`config.mk`:
```
export PLATFORM = sky130hd
export DESIGN_NAME = multi_channel_deadline_timer
export DESIGN_NICKNAME = d
export VERILOG_FILES = /design/src/mcdt_pkg.sv /design/src/mcdt_dp.sv /design/src/mcdt_ctrl.sv /design/src/multi_channel_deadline_timer.sv
export SDC_FILE = /design/constraint.sdc
export NUM_CORES = 2
export LEC_CHECK = 0
export BUFFER_PORTS_ARGS = -buffer_cell sky130_fd_sc_hd__buf_2
export CORE_MARGIN = 10
export CORE_UTILIZATION = 45
export CTS_BUF_LIST = sky130_fd_sc_hd__clkbuf_16
export DETAILED_ROUTE_END_ITERATION = 7
export PLACE_DENSITY = 0.69
export SKIP_CTS_REPAIR_TIMING = 1
export SYNTH_ARGS = -nofsm -noshare
export SYNTH_HDL_FRONTEND = slang
export SYNTH_SLANG_ARGS = --single-unit
```
`constraint.sdc`:
```
create_clock -name clk -period 8.2 [get_ports clk]
set_input_delay 0.82 -clock clk [delete_from_list [all_inputs] [get_ports clk]]
set_output_delay 0.82 -clock clk [all_outputs]
set_load 0.02 [all_outputs]
```
`src/mcdt_pkg.sv`:
```
// Shared types, codes and constants for the deadline timer table.
package mcdt_pkg;

	// Number of timer slots; handles and indexes are 4 bits wide.
	localparam int NUM_TIMERS = 16;
	// Most expiry results one tick may report.
	localparam int MAX_RESULTS = 16;
	localparam int CNT_W = $clog2(MAX_RESULTS + 1);
	// Query answer when no slot is armed.
	localparam logic [31:0] NONE_ARMED = 32'hFFFF_FFFF;

	typedef enum logic [2:0] {
		OP_CREATE     = 3'd0,
		OP_START      = 3'd1,
		OP_STOP       = 3'd2,
		OP_SET_PERIOD = 3'd3,
		OP_DELETE     = 3'd4,
		OP_TICK       = 3'd5,
		OP_QUERY      = 3'd6
	} op_t;

	typedef enum logic [2:0] {
		KIND_ACK     = 3'd0,
		KIND_CREATED = 3'd1,
		KIND_EXPIRED = 3'd2,
		KIND_NEXT    = 3'd3,
		KIND_NONE    = 3'd4
	} kind_t;

	typedef enum logic [2:0] {
		ST_IDLE,
		ST_DISPATCH,
		ST_START_WR,
		ST_CREATE,
		ST_TICK,
		ST_QUERY,
		ST_RESP
	} state_t;

	// Controller -> datapath commands.
	typedef struct packed {
		logic load_in;
		logic idx_clr;
		logic idx_inc;
		logic rd_handle;
		logic stage_ack;
		logic do_start;
		logic do_stop;
		logic do_set_period;
		logic do_delete;
		logic create_claim;
		logic create_fail;
		logic tick_init;
		logic tick_hit;
		logic query_init;
		logic query_step;
		logic push_last;
	} ctl_cmd_t;

	// Datapath -> controller status.
	typedef struct packed {
		op_t  op;
		logic used_h;
		logic used_i;
		logic hit;
		logic idx_last;
		logic cnt_last;
		logic stage_has;
		logic out_free;
	} dp_stat_t;

endpackage

```
`src/mcdt_dp.sv`:
```
// Datapath: slot flags, period/deadline memories, sweep index, staging and output register.
module mcdt_dp import mcdt_pkg::*; (
	input  logic        clk,
	input  logic        arst_n,
	input  logic [2:0]  operation,
	input  logic [3:0]  handle,
	input  logic [31:0] interval,
	input  logic        periodic,
	input  logic [31:0] now_ms,
	input  ctl_cmd_t    ctl,
	output dp_stat_t    stat,
	input  logic        rsp_ready,
	output logic        rsp_valid,
	output logic [2:0]  kind,
	output logic        ok,
	output logic [3:0]  timer_index,
	output logic [31:0] time_left,
	output logic        last
);

	localparam int IW = (NUM_TIMERS > 1) ? $clog2(NUM_TIMERS) : 1;

	// latched request
	op_t         op_q;
	logic [3:0]  handle_q;
	logic [31:0] period_q;
	logic        reload_q;
	logic [31:0] now_q;

	logic [NUM_TIMERS-1:0] used_q;
	logic [NUM_TIMERS-1:0] armed_q;
	logic [NUM_TIMERS-1:0] periodic_q;

	logic [IW-1:0] idx_q;
	logic [IW-1:0] rd_addr;
	logic [IW-1:0] h_idx;
	logic          h_valid;
	logic          used_h;

	logic [31:0] per_mem [NUM_TIMERS];
	logic [31:0] dl_mem [NUM_TIMERS];
	logic [31:0] per_rd_q;
	logic [31:0] dl_rd_q;

	// staged result
	kind_t            st_kind_q;
	logic             st_ok_q;
	logic [3:0]       st_idx_q;
	logic [31:0]      st_rem_q;
	logic             st_has_q;
	logic [CNT_W-1:0] cnt_q;

	logic        out_valid_q;
	kind_t       out_kind_q;
	logic        out_ok_q;
	logic [3:0]  out_idx_q;
	logic [31:0] out_rem_q;
	logic        out_last_q;

	logic        active_i;
	logic        hit;
	logic [31:0] past_d;
	logic [31:0] ahead_d;
	logic [31:0] qrem;
	logic        push;
	logic        out_free;
	logic        ack_h;

	always_ff @(posedge clk) begin
		if (ctl.load_in) begin
			op_q     <= op_t'(operation);
			handle_q <= handle;
			period_q <= interval;
			reload_q <= periodic;
			now_q    <= now_ms;
		end
	end

	assign h_idx   = IW'(handle_q);
	assign h_valid = {28'd0, handle_q} < 32'(NUM_TIMERS);
	assign used_h  = h_valid && used_q[h_idx];

	always_comb begin
		if (ctl.rd_handle)
			rd_addr = h_idx;
		else if (ctl.idx_clr)
			rd_addr = '0;
		else if (ctl.idx_inc)
			rd_addr = idx_q + IW'(1);
		else
			rd_addr = idx_q;
	end

	always_ff @(posedge clk or negedge arst_n) begin
		if (!arst_n) begin
			idx_q <= '0;
		end else if (ctl.idx_clr) begin
			idx_q <= '0;
		end else if (ctl.idx_inc) begin
			idx_q <= idx_q + IW'(1);
		end
	end

	// wrap-safe compares
	assign active_i = used_q[idx_q] && armed_q[idx_q];
	assign past_d   = now_q - dl_rd_q;
	assign hit      = active_i && !past_d[31];
	assign ahead_d  = dl_rd_q - now_q;
	assign qrem     = (ahead_d == 32'd0 || ahead_d[31]) ? 32'd0 : ahead_d;

	always_ff @(posedge clk) begin
		per_rd_q <= per_mem[rd_addr];
		dl_rd_q  <= dl_mem[rd_addr];
		if (ctl.create_claim)
			per_mem[idx_q] <= period_q;
		else if (ctl.do_set_period && used_h)
			per_mem[h_idx] <= period_q;
		if (ctl.do_start)
			dl_mem[h_idx] <= now_q + per_rd_q;
		else if (ctl.tick_hit && periodic_q[idx_q])
			dl_mem[idx_q] <= dl_rd_q + per_rd_q;
	end

	always_ff @(posedge clk or negedge arst_n) begin
		if (!arst_n) begin
			used_q     <= '0;
			armed_q    <= '0;
			periodic_q <= '0;
		end else if (ctl.create_claim) begin
			used_q[idx_q]     <= 1'b1;
			armed_q[idx_q]    <= 1'b0;
			periodic_q[idx_q] <= reload_q;
		end else if (ctl.do_start) begin
			armed_q[h_idx] <= 1'b1;
		end else if (ctl.do_stop && used_h) begin
			armed_q[h_idx] <= 1'b0;
		end else if (ctl.do_delete && h_valid) begin
			used_q[h_idx]  <= 1'b0;
			armed_q[h_idx] <= 1'b0;
		end else if (ctl.tick_hit && !periodic_q[idx_q]) begin
			armed_q[idx_q] <= 1'b0;
		end
	end

	assign ack_h = (op_q == OP_START) || (op_q == OP_STOP) ||
		(op_q == OP_SET_PERIOD) || (op_q == OP_DELETE);

	always_ff @(posedge clk) begin
		if (ctl.stage_ack) begin
			st_kind_q <= KIND_ACK;
			st_ok_q   <= 1'b1;
			st_idx_q  <= ack_h ? handle_q : 4'd0;
			st_rem_q  <= '0;
		end else if (ctl.create_claim) begin
			st_kind_q <= KIND_CREATED;
			st_ok_q   <= 1'b1;
			st_idx_q  <= 4'(idx_q);
			st_rem_q  <= '0;
		end else if (ctl.create_fail) begin
			st_kind_q <= KIND_CREATED;
			st_ok_q   <= 1'b0;
			st_idx_q  <= 4'd0;
			st_rem_q  <= '0;
		end else if (ctl.tick_init) begin
			st_kind_q <= KIND_NONE;
			st_ok_q   <= 1'b1;
			st_idx_q  <= 4'd0;
			st_rem_q  <= '0;
		end else if (ctl.tick_hit) begin
			st_kind_q <= KIND_EXPIRED;
			st_ok_q   <= 1'b1;
			st_idx_q  <= 4'(idx_q);
			st_rem_q  <= '0;
		end else if (ctl.query_init) begin
			st_kind_q <= KIND_NEXT;
			st_ok_q   <= 1'b1;
			st_idx_q  <= 4'd0;
			st_rem_q  <= NONE_ARMED;
		end else if (ctl.query_step && active_i && qrem < st_rem_q) begin
			st_rem_q <= qrem;
		end
	end

	always_ff @(posedge clk or negedge arst_n) begin
		if (!arst_n) begin
			st_has_q <= 1'b0;
			cnt_q    <= '0;
		end else if (ctl.tick_init) begin
			st_has_q <= 1'b0;
			cnt_q    <= '0;
		end else if (ctl.tick_hit) begin
			st_has_q <= 1'b1;
			cnt_q    <= cnt_q + CNT_W'(1);
		end
	end

	// a new expiry pushes the one held before it; the final result goes with last
	assign push     = ctl.push_last || (ctl.tick_hit && st_has_q);
	assign out_free = !out_valid_q || rsp_ready;

	always_ff @(posedge clk or negedge arst_n) begin
		if (!arst_n) begin
			out_valid_q <= 1'b0;
		end else if (push) begin
			out_valid_q <= 1'b1;
		end else if (rsp_ready) begin
			out_valid_q <= 1'b0;
		end
	end

	always_ff @(posedge clk) begin
		if (push) begin
			out_kind_q <= st_kind_q;
			out_ok_q   <= st_ok_q;
			out_idx_q  <= st_idx_q;
			out_rem_q  <= st_rem_q;
			out_last_q <= ctl.push_last;
		end
	end

	assign rsp_valid   = out_valid_q;
	assign kind        = out_kind_q;
	assign ok          = out_ok_q;
	assign timer_index = out_idx_q;
	assign time_left   = out_rem_q;
	assign last        = out_last_q;

	assign stat.op        = op_q;
	assign stat.used_h    = used_h;
	assign stat.used_i    = used_q[idx_q];
	assign stat.hit       = hit;
	assign stat.idx_last  = (idx_q == IW'(NUM_TIMERS - 1));
	assign stat.cnt_last  = (cnt_q == CNT_W'(MAX_RESULTS - 1));
	assign stat.stage_has = st_has_q;
	assign stat.out_free  = out_free;

	a_armed_used: assert property (@(posedge clk) disable iff (!arst_n)
		(armed_q & ~used_q) == '0)
		else $error("armed slot not in use");

	a_no_overwrite: assert property (@(posedge clk) disable iff (!arst_n)
		push |-> out_free)
		else $error("result pushed over an untaken result");

	a_cnt_bound: assert property (@(posedge clk) disable iff (!arst_n)
		cnt_q <= CNT_W'(MAX_RESULTS))
		else $error("tick reported too many expiries");

	a_hit_real: assert property (@(posedge clk) disable iff (!arst_n)
		ctl.tick_hit |-> hit)
		else $error("expiry committed for a slot that has not expired");

endmodule

```
`src/mcdt_ctrl.sv`:
```
// Controller state machine: sequences each request over the datapath.
module mcdt_ctrl import mcdt_pkg::*; (
	input  logic     clk,
	input  logic     arst_n,
	input  logic     req_valid,
	output logic     req_ready,
	input  dp_stat_t stat,
	output ctl_cmd_t ctl
);

	state_t state_q;
	state_t state_nx;
	logic   tick_stall;

	// an expiry waits while the held one cannot be handed on
	assign tick_stall = stat.hit && stat.stage_has && !stat.out_free;

	always_ff @(posedge clk or negedge arst_n) begin
		if (!arst_n) begin
			state_q <= ST_IDLE;
		end else begin
			state_q <= state_nx;
		end
	end

	always_comb begin
		state_nx = state_q;
		unique case (state_q)
			ST_IDLE: begin
				if (req_valid)
					state_nx = ST_DISPATCH;
			end
			ST_DISPATCH: begin
				unique case (stat.op)
					OP_CREATE: state_nx = ST_CREATE;
					OP_START:  state_nx = stat.used_h ? ST_START_WR : ST_RESP;
					OP_TICK:   state_nx = ST_TICK;
					OP_QUERY:  state_nx = ST_QUERY;
					default:   state_nx = ST_RESP;
				endcase
			end
			ST_START_WR: state_nx = ST_RESP;
			ST_CREATE: begin
				if (!stat.used_i || stat.idx_last)
					state_nx = ST_RESP;
			end
			ST_TICK: begin
				if (stat.hit) begin
					if (!tick_stall && (stat.idx_last || stat.cnt_last))
						state_nx = ST_RESP;
				end else if (stat.idx_last) begin
					state_nx = ST_RESP;
				end
			end
			ST_QUERY: begin
				if (stat.idx_last)
					state_nx = ST_RESP;
			end
			ST_RESP: begin
				if (stat.out_free)
					state_nx = ST_IDLE;
			end
			default: state_nx = ST_IDLE;
		endcase
	end

	always_comb begin
		ctl       = '0;
		req_ready = 1'b0;
		unique case (state_q)
			ST_IDLE: begin
				req_ready   = 1'b1;
				ctl.load_in = req_valid;
			end
			ST_DISPATCH: begin
				unique case (stat.op)
					OP_CREATE: ctl.idx_clr = 1'b1;
					OP_START: begin
						ctl.stage_ack = 1'b1;
						ctl.rd_handle = stat.used_h;
					end
					OP_STOP: begin
						ctl.stage_ack = 1'b1;
						ctl.do_stop   = 1'b1;
					end
					OP_SET_PERIOD: begin
						ctl.stage_ack     = 1'b1;
						ctl.do_set_period = 1'b1;
					end
					OP_DELETE: begin
						ctl.stage_ack = 1'b1;
						ctl.do_delete = 1'b1;
					end
					OP_TICK: begin
						ctl.idx_clr   = 1'b1;
						ctl.tick_init = 1'b1;
					end
					OP_QUERY: begin
						ctl.idx_clr    = 1'b1;
						ctl.query_init = 1'b1;
					end
					default: ctl.stage_ack = 1'b1;
				endcase
			end
			ST_START_WR: ctl.do_start = 1'b1;
			ST_CREATE: begin
				if (!stat.used_i)
					ctl.create_claim = 1'b1;
				else if (stat.idx_last)
					ctl.create_fail = 1'b1;
				else
					ctl.idx_inc = 1'b1;
			end
			ST_TICK: begin
				if (stat.hit) begin
					if (!tick_stall) begin
						ctl.tick_hit = 1'b1;
						ctl.idx_inc  = !(stat.idx_last || stat.cnt_last);
					end
				end else begin
					ctl.idx_inc = !stat.idx_last;
				end
			end
			ST_QUERY: begin
				ctl.query_step = 1'b1;
				ctl.idx_inc    = !stat.idx_last;
			end
			ST_RESP: ctl.push_last = stat.out_free;
			default: ctl = '0;
		endcase
	end

endmodule

```
`src/multi_channel_deadline_timer.sv`:
```
// Top level of the multi-channel deadline timer table.
// A table of NUM_TIMERS timer slots, one request at a time. Create claims the
// lowest free slot (kind created, ok 0 when the table is full); start arms a
// slot with deadline now_ms + period; stop, set period and delete act on the
// slot named by handle and answer with one acknowledge. A service tick sweeps
// the slots in ascending order and returns one expired result per slot whose
// deadline has been reached (wrap-safe, signed difference), at most
// MAX_RESULTS per tick, or one nothing-expired result; periodic slots move
// their deadline on by one period, one-shot slots disarm. Query returns the
// least remaining time over armed slots, clamped at zero, or all ones.
// The final result of every request has last set.
// Timing: the request port takes one request and is busy until its final
// result sits in the output register; the output register lets the next
// request in while that result still waits to be taken. Start reads the
// period memory before it writes the deadline. Create walks the slots from
// index 0 up to the first free one, or through all of them when the table is
// full; tick and query sweep the slots, one slot per cycle except where a
// tick holds, through the registered read port of the deadline and period
// memories. A tick holds at an expiry, and every request holds in its final
// cycle, for as long as the output register keeps a result that has not
// been taken.
module multi_channel_deadline_timer import mcdt_pkg::*; (
	input  logic        clk,
	input  logic        arst_n,
	// request channel
	input  logic        req_valid,
	output logic        req_ready,
	input  logic [2:0]  operation,
	input  logic [3:0]  handle,
	input  logic [31:0] interval,
	input  logic        periodic,
	input  logic [31:0] now_ms,
	// result channel
	output logic        rsp_valid,
	input  logic        rsp_ready,
	output logic [2:0]  kind,
	output logic        ok,
	output logic [3:0]  timer_index,
	output logic [31:0] time_left,
	output logic        last
);

	ctl_cmd_t ctl;
	dp_stat_t stat;

	// sequencing only; every stored value lives in the datapath
	mcdt_ctrl u_ctrl (
		.clk       (clk),
		.arst_n    (arst_n),
		.req_valid (req_valid),
		.req_ready (req_ready),
		.stat      (stat),
		.ctl       (ctl)
	);

	mcdt_dp u_dp (
		.clk         (clk),
		.arst_n      (arst_n),
		.operation   (operation),
		.handle      (handle),
		.interval    (interval),
		.periodic    (periodic),
		.now_ms      (now_ms),
		.ctl         (ctl),
		.stat        (stat),
		.rsp_ready   (rsp_ready),
		.rsp_valid   (rsp_valid),
		.kind        (kind),
		.ok          (ok),
		.timer_index (timer_index),
		.time_left   (time_left),
		.last        (last)
	);

endmodule
```
# After elaboration in Yosys (flattened, before gate mapping)
# Memory sizes are Yosys's and may differ from the RTL's. A register that Yosys moved wholly into a read port is not among the register bits.
# Cells that the tools add are included.
# Widths: inputs -> output; s select.
[totals]
reg_bits = 215
ramBits = 1024
mem_count = 2
[mem_list]
columns = ["memory", "words", "width", "read_ports", "rd_ports_with_merged_regs", "write_ports", "line_no", "source"]
rows = [
  ["u_dp.dl_mem", 16, 32, 1, 1, 1, "mcdt_dp.sv:41", "logic [31:0] dl_mem [NUM_TIMERS];"],
  ["u_dp.per_mem", 16, 32, 1, 1, 1, "mcdt_dp.sv:40", "logic [31:0] per_mem [NUM_TIMERS];"],
]
[op_classes]
n_eq_ne = 20
order_cmp = 5
n_mux = 105
bitwise_logic = 7
addsub = 6
n_reduce_logical = 52
[ops]
columns = ["op", "count"]
rows = [
  ["$mux 32", 5],
  ["$mux 16", 9],
  ["$add 32x32->32", 2],
  ["$reduce_or 32->1", 2],
  ["$sub 32x32->32", 2],
  ["$mux 1", 54],
  ["$and 16x16->16", 3],
  ["$mux 4", 12],
  ["$mux 3", 11],
  ["$logic_not 32->1", 1],
  ["$lt 32x32->1", 1],
  ["$not 16->16", 2],
  ["$or 16x16->16", 2],
  ["$pmux 3 s7", 1],
  ["$eq 3x3->1 const B", 6],
  ["$bmux 1 s4", 4],
  ["$bwmux 16", 1],
  ["$logic_and 1x1->1", 14],
  ["$eq 3x2->1 const B", 4],
  ["$pmux 3 s4", 1],
  ["$lt 4x5->1 const B", 2],
  ["$mux 5", 2],
  ["$reduce_bool 2->1", 5],
  ["$reduce_bool 5->1", 2],
  ["other kinds (24)", 47],
]

# Depth between registers and ports, before layout
[depth]
ltp_word = 15
depth_mapped = 29
ltp_nobuf = 26

# Hierarchy
# Synthesis repeated with hierarchy kept, for this count alone.
[hier_totals]
cells_unflattened = 3385
hier_area_um2 = 54962.7
[by_module_without_submodules]
columns = ["mod", "instances", "cells_each", "area_each_um2", "seq_area_each_um2"]
rows = [
  ["mcdt_dp", 1, 3319, 54498.5, 37741.2],
  ["mcdt_ctrl", 1, 66, 464.2, 75.1],
]

# Worst setup path after synthesis
# No wires, ideal clock.
[synth_path]
kind = "register to register"
startpoint = "register u_dp.now_q[11]"
endpoint = "memory u_dp.dl_mem[0][30] (data pin)"
path_stages_with_launch = 26
period_less_slack_ps = 6450
path_buffers = 2
slack_ps = 1750
setup_time_ps = 419
arrival_ps = 6031
cell_sequence = "edfxtp_1 > ha_1 > clkbuf_1 > nand2_1 > o31ai_1 > a31oi_1 > a21oi_1 > mux2i_1 > o21ai_1 > nor3b_2 > nand2_1 > clkbuf_1 > o21ai_0 > ha_1 > inv_1 > fa_1 > nor2b_1 > o31a_1 > o211ai_1 > a21oi_1 > o211ai_1 > nand3_1 > o2111ai_1 > a21boi_0 > o41ai_1 > o311ai_0"
[synth_between]
elab_chain_len = 14
[synth_lines]
columns = ["element", "line_no", "source"]
rows = [
  ["start, declared", "mcdt_dp.sv:28", "logic [31:0] now_q;"],
  ["start signal, assigned", "mcdt_dp.sv:75", "now_q <= now_ms;"],
  ["$sub 32x32->32", "mcdt_dp.sv:106", "assign past_d = now_q - dl_rd_q;"],
  ["$logic_not 1->1", "mcdt_dp.sv:107", "assign hit = active_i && !past_d[31];"],
  ["$logic_and 1x1->1", "mcdt_dp.sv:107", ""],
  ["$logic_and 1x1->1 (2 in a row)", "mcdt_ctrl.sv:16", "assign tick_stall = stat.hit && stat.stage_has && !stat.out_free;"],
  ["$mux 1", "mcdt_ctrl.sv:116", "if (!tick_stall) begin"],
  ["$mux 1", "mcdt_ctrl.sv:115", "if (stat.hit) begin"],
  ["$mux 1", "mcdt_ctrl.sv:70", "unique case (state_q)"],
  ["$logic_and 1x1->1", "mcdt_dp.sv:120", "else if (ctl.tick_hit && periodic_q[idx_q])"],
  ["$mux 1", "mcdt_dp.sv:120", ""],
  ["$mux 1", "mcdt_dp.sv:118", "if (ctl.do_start)"],
  ["$mux 1 (not written as such)", "mcdt_dp.sv:121", "dl_mem[idx_q] <= dl_rd_q + per_rd_q;"],
  ["$reduce_or 32->1 (no source line)", "--", ""],
  ["$mux 32 (no source line) *", "--", ""],
  ["end, declared", "mcdt_dp.sv:41", ""],
]
# Mark *: on every way between the ends. The rest lies on a longest branch, timed or not.

# Final worst setup path
[layout_path]
startpoint = "register u_dp.now_q[18]"
endpoint = "memory u_dp.dl_mem[15][31] (data pin)"
# The elaborated chain is that of the path after synthesis.

==> reports/qor.yml <==
power:
  seqPwrFrac: 0.358
  switching_share: 0.385
  p_per_area_mw_per_mm2: 409
  ir_drop_mv: 0.513
  power.share.clock: 0.231
  p_leak_uw: 0.0223
  p_switching_uw: 9830
  p_int_uw: 15700
  combPwrFrac: 0.411
sta:
  period_share: 0.889
  slew_headroom: 0.0890
  drv_slew: 0
  finalClockSkew_ps: 45.7
  setup_viol: 0
  min_period_ps: 7290
  finalHoldViolations: 0
  max_freq_ghz: 0.137
  finalSetupTns_ps: 0
  worst_pin_slew_ps: 1360
  grt_setup_unrepaired: "false"
detailed_routing:
  drtIter0Drc: 3863
  ant_nets: 0
  firstDrtPassIters: 5
  dr_total_vias: 33300
  wire_per_inst_um: 26.0
  drc: 0
  totalWireLength_um: 145000
  via_per_inst: 5.99
placed_design:
  port_buffers: 118
  placedCellCount: 5317
  post-dp-hpwl_um: 84000
  routabilityCongestion: 0.887
die:
  die_y_um: 370
  core_area_mm2: 0.122
  rows: 128
  initial_core_util: 0.453
  die_area_mm2: 0.137
  ios: 119
  die_x_um: 370
setup_path:
  cp_num_buf_inv: 0
  cp_cell_sequence: "ha_1 -> and4_1 -> a221o_1 -> a31oi_1 -> nand3_1 -> mux2i_1 -> o21ai_1 -> nor3b_2 -> nand2_2 -> o21ai_0 -> ha_1 -> a21o_1 -> a21oi_1 -> o21ai_0 -> a31oi_1 -> a21oi_1 -> a22oi_1 -> a32oi_1 -> a211oi_1 -> o41ai_1 -> a21oi_1 -> xnor2_1"
  crit_type: "reg -> reg"
  cp.arrival_ps: 7730
  critPathSlowestCell: "xnor2_1"
  cpPeakStageDelay_ps: 850
  cp_top_family: "compound AO/OA/AOI/OAI gates"
  cp-start-kind: "register"
  end_kind: "register"
  crit_top_cell: "a21oi_1"
  crit_fanout: 27
  cp.required_ps: 8640
logic_synthesis:
  synth_area_leaders: "edfxtp_1, mux4_2, dfxtp_1, o221ai_1, ha_1"
  synth_top_family_by_area: "compound AO/OA/AOI/OAI gates"
  synthDistinctLibCells: 74
  syn_area_mm2: 0.0551
  synth_top_cell_by_area: "edfxtp_1"
  synth_most_common_cell: "edfxtp_1"
  synth_ff_type: "edfxtp_1"
  synth_enable_flop_cells: 1141
  ys_top_cells_by_count: "edfxtp_1, nand2_1, inv_1, o221ai_1, clkbuf_1"
  synth_compound_area_frac: 0.101
  synth_fa_ha_area_frac: 0.0301
  synth_seq_cells: 1303
  synth.avg_cell_area_um2: 14.9
  synthMuxAreaShare: 0.0759
  async_flop_share: 0.0476
  synthDominantCellAreaShare: 0.621
  netlist_instances: 3696
  synth_seq_area_share: 0.686
  synth_simple_gate_area_frac: 0.0633
  yosys_warnings: 0
  yosys.area_share.xor_xnor: 0.00921
  syn-num-nets: 3904
final_layout:
  syn_to_final_growth_pct: 13.2
  stdcell_count: 5569
  fillers: 9971
  final_layout_size_suffix_gt1_frac: 0.170
  final_nets: 4038
cts:
  h-tree-depth: 4
  cts-root-buf: "clkbuf_16"
  cts_inserted_buffers: 136
  cts.sinks: 1303
  clk_pin_slew_ps: 60
  clock_latency_ps: 800
  cts_tree: "built"
  clk_path_buf_depth: 3
global_routing:
  grt_usage: 0.209
  grt_max_degree: 101
  antenna_found_initial: 6
  gr-total-overflow: 0
  grt_pass1_wl_um: 215000
  grt_pass1_vias: 33000
outcome:
  status: "finished, final reports clean"
min_path:
  hold_class: "in -> reg"
flow_run:
  cap_violations: 0
state kept, by name, summed over array words and instances (netlist names), 4 cells and up:
name,cells
u_dp.dl_mem,512
u_dp.per_mem,512
u_dp.dl_rd_q,32
u_dp.now_q,32
u_dp.per_rd_q,32
u_dp.period_q,32
u_dp.st_rem_q,32
u_dp.time_left,32
u_dp.armed_q,16
u_dp.periodic_q,16
u_dp.used_q,16
u_dp.cnt_q,5
u_dp.h_idx,4
u_dp.idx_q,4
u_dp.st_idx_q,4
u_dp.timer_index,4
final timing paths:
path	depth (start not counted)	end	slack [ps]	startpoint
max	22	u_dp.dl_mem[15][31]	910	u_dp.now_q[18]
min	1	u_dp.period_q[11]	210	interval[11]
max reg2reg	22	u_dp.dl_mem[15][31]	910	u_dp.now_q[18]
min reg2reg	0	u_dp.timer_index[0]	410	u_dp.st_idx_q[0]
max in group asynchronous	2	u_dp.cnt_q[3]	7410	arst_n
min in group asynchronous	2	u_dp.armed_q[11]	230	arst_n
worst register-to-register path, stage by stage, from the launching register on:
cell      delay, ps
edfxtp_1        410
ha_1            380
and4_1          250
a221o_1         310
a31oi_1         260
nand3_1         110
mux2i_1         420
o21ai_1         200
nor3b_2         270
nand2_2         350
o21ai_0         360
ha_1            240
a21o_1          130
a21oi_1         110
o21ai_0         330
a31oi_1         220
a21oi_1         350
a22oi_1         180
a32oi_1         370
a211oi_1        190
o41ai_1         510
a21oi_1         150
xnor2_1         850
metal layers:
layer | share of wire | GRT usage
met5 | 0 | 0
met4 | 0.035 | 0.0803
met3 | 0.082 | 0.0345
met2 | 0.46 | 0.325
met1 | 0.42 | 0.295
power groups by stage:
stage	sequential (uW)	clock [uW]	combinational [uW]
6_report	9140	5900	10500
5_1_grt	9180	6250	11300
4_1_cts	9150	5990	10500
3_5_place_dp	9280	0	10400
3_3_place_gp	9270	0	10300
2_1_floorplan	9030	0	7080
final cells by class:
type / instances / area, um^2 / share of cell area
clock buffer: 137 / 3430 / 0.0549
sequential: 1303 / 37800 / 0.606
inverter: 251 / 942 / 0.0151
tap: 1625 / 2030 / 0.0326
clock inverter: 113 / 886 / 0.0142
antenna: 2 / 5.00 / 0.0000802
multi-input combinational: 1935 / 16000 / 0.256
timing repair buffer: 203 / 1350 / 0.0217
cells in the final DEF (no fill, tap or decap), types with 11 or more instances in the layout:
| cell | instances |
|---|---|
| edfxtp_1 | 1141 |
| nand2_1 | 340 |
| inv_1 | 289 |
| o221ai_1 | 197 |
| mux4_2 | 144 |
| clkbuf_16 | 137 |
| ha_1 | 131 |
| buf_2 | 118 |
| a21oi_1 | 110 |
| o21ai_0 | 105 |
| nor2_1 | 104 |
| dfxtp_1 | 100 |
| nand3_1 | 97 |
| a21o_1 | 96 |
| mux2_2 | 80 |
| buf_4 | 75 |
| and2_1 | 70 |
| a32oi_1 | 65 |
| dfrtp_1 | 62 |
| nor2b_1 | 37 |
| xnor2_1 | 36 |
| clkinv_1 | 26 |
| nand2b_1 | 25 |
| clkinv_2 | 22 |
| xor2_1 | 20 |
| o211ai_1 | 19 |
| a221o_1 | 18 |
| nor3_1 | 18 |
| nand4_1 | 17 |
| o21a_1 | 17 |
| o311ai_0 | 17 |
| o22a_1 | 16 |
| o21ai_4 | 16 |
| o22ai_4 | 16 |
| and3_1 | 12 |
| a31oi_1 | 11 |
cell families (layout without fill, tap and decap cells):
group | after synthesis | count (layout)
flip-flops | 1303 | 1303
AO/OA/AOI/OAI | 763 | 763
AND/OR/NAND/NOR | 753 | 753
buffers and inverters | 458 | 704
multiplexers | 228 | 228
adder cells (fa/ha/maj) | 132 | 132
XOR/XNOR | 58 | 58
other | 1 | 3
per-stage QoR:
step / setup slack, ps / hold slack [ps] / power [uW] / instance area [um^2] / utilization
finish: 906 / 207 / 25500 / 62400 / 0.513
global route: 416 / 184 / 26800 / 62400 / 0.513
floorplan: 1750 / 400 / 16100 / 55100 / -
detailed placement: 1110 / 407 / 19700 / 58100 / 0.477
CTS: 1060 / 154 / 25600 / 62400 / 0.513
global placement: 1220 / 403 / 19500 / 58100 / 0.477
No activity file was read; power rests on OpenSTA's default activity.
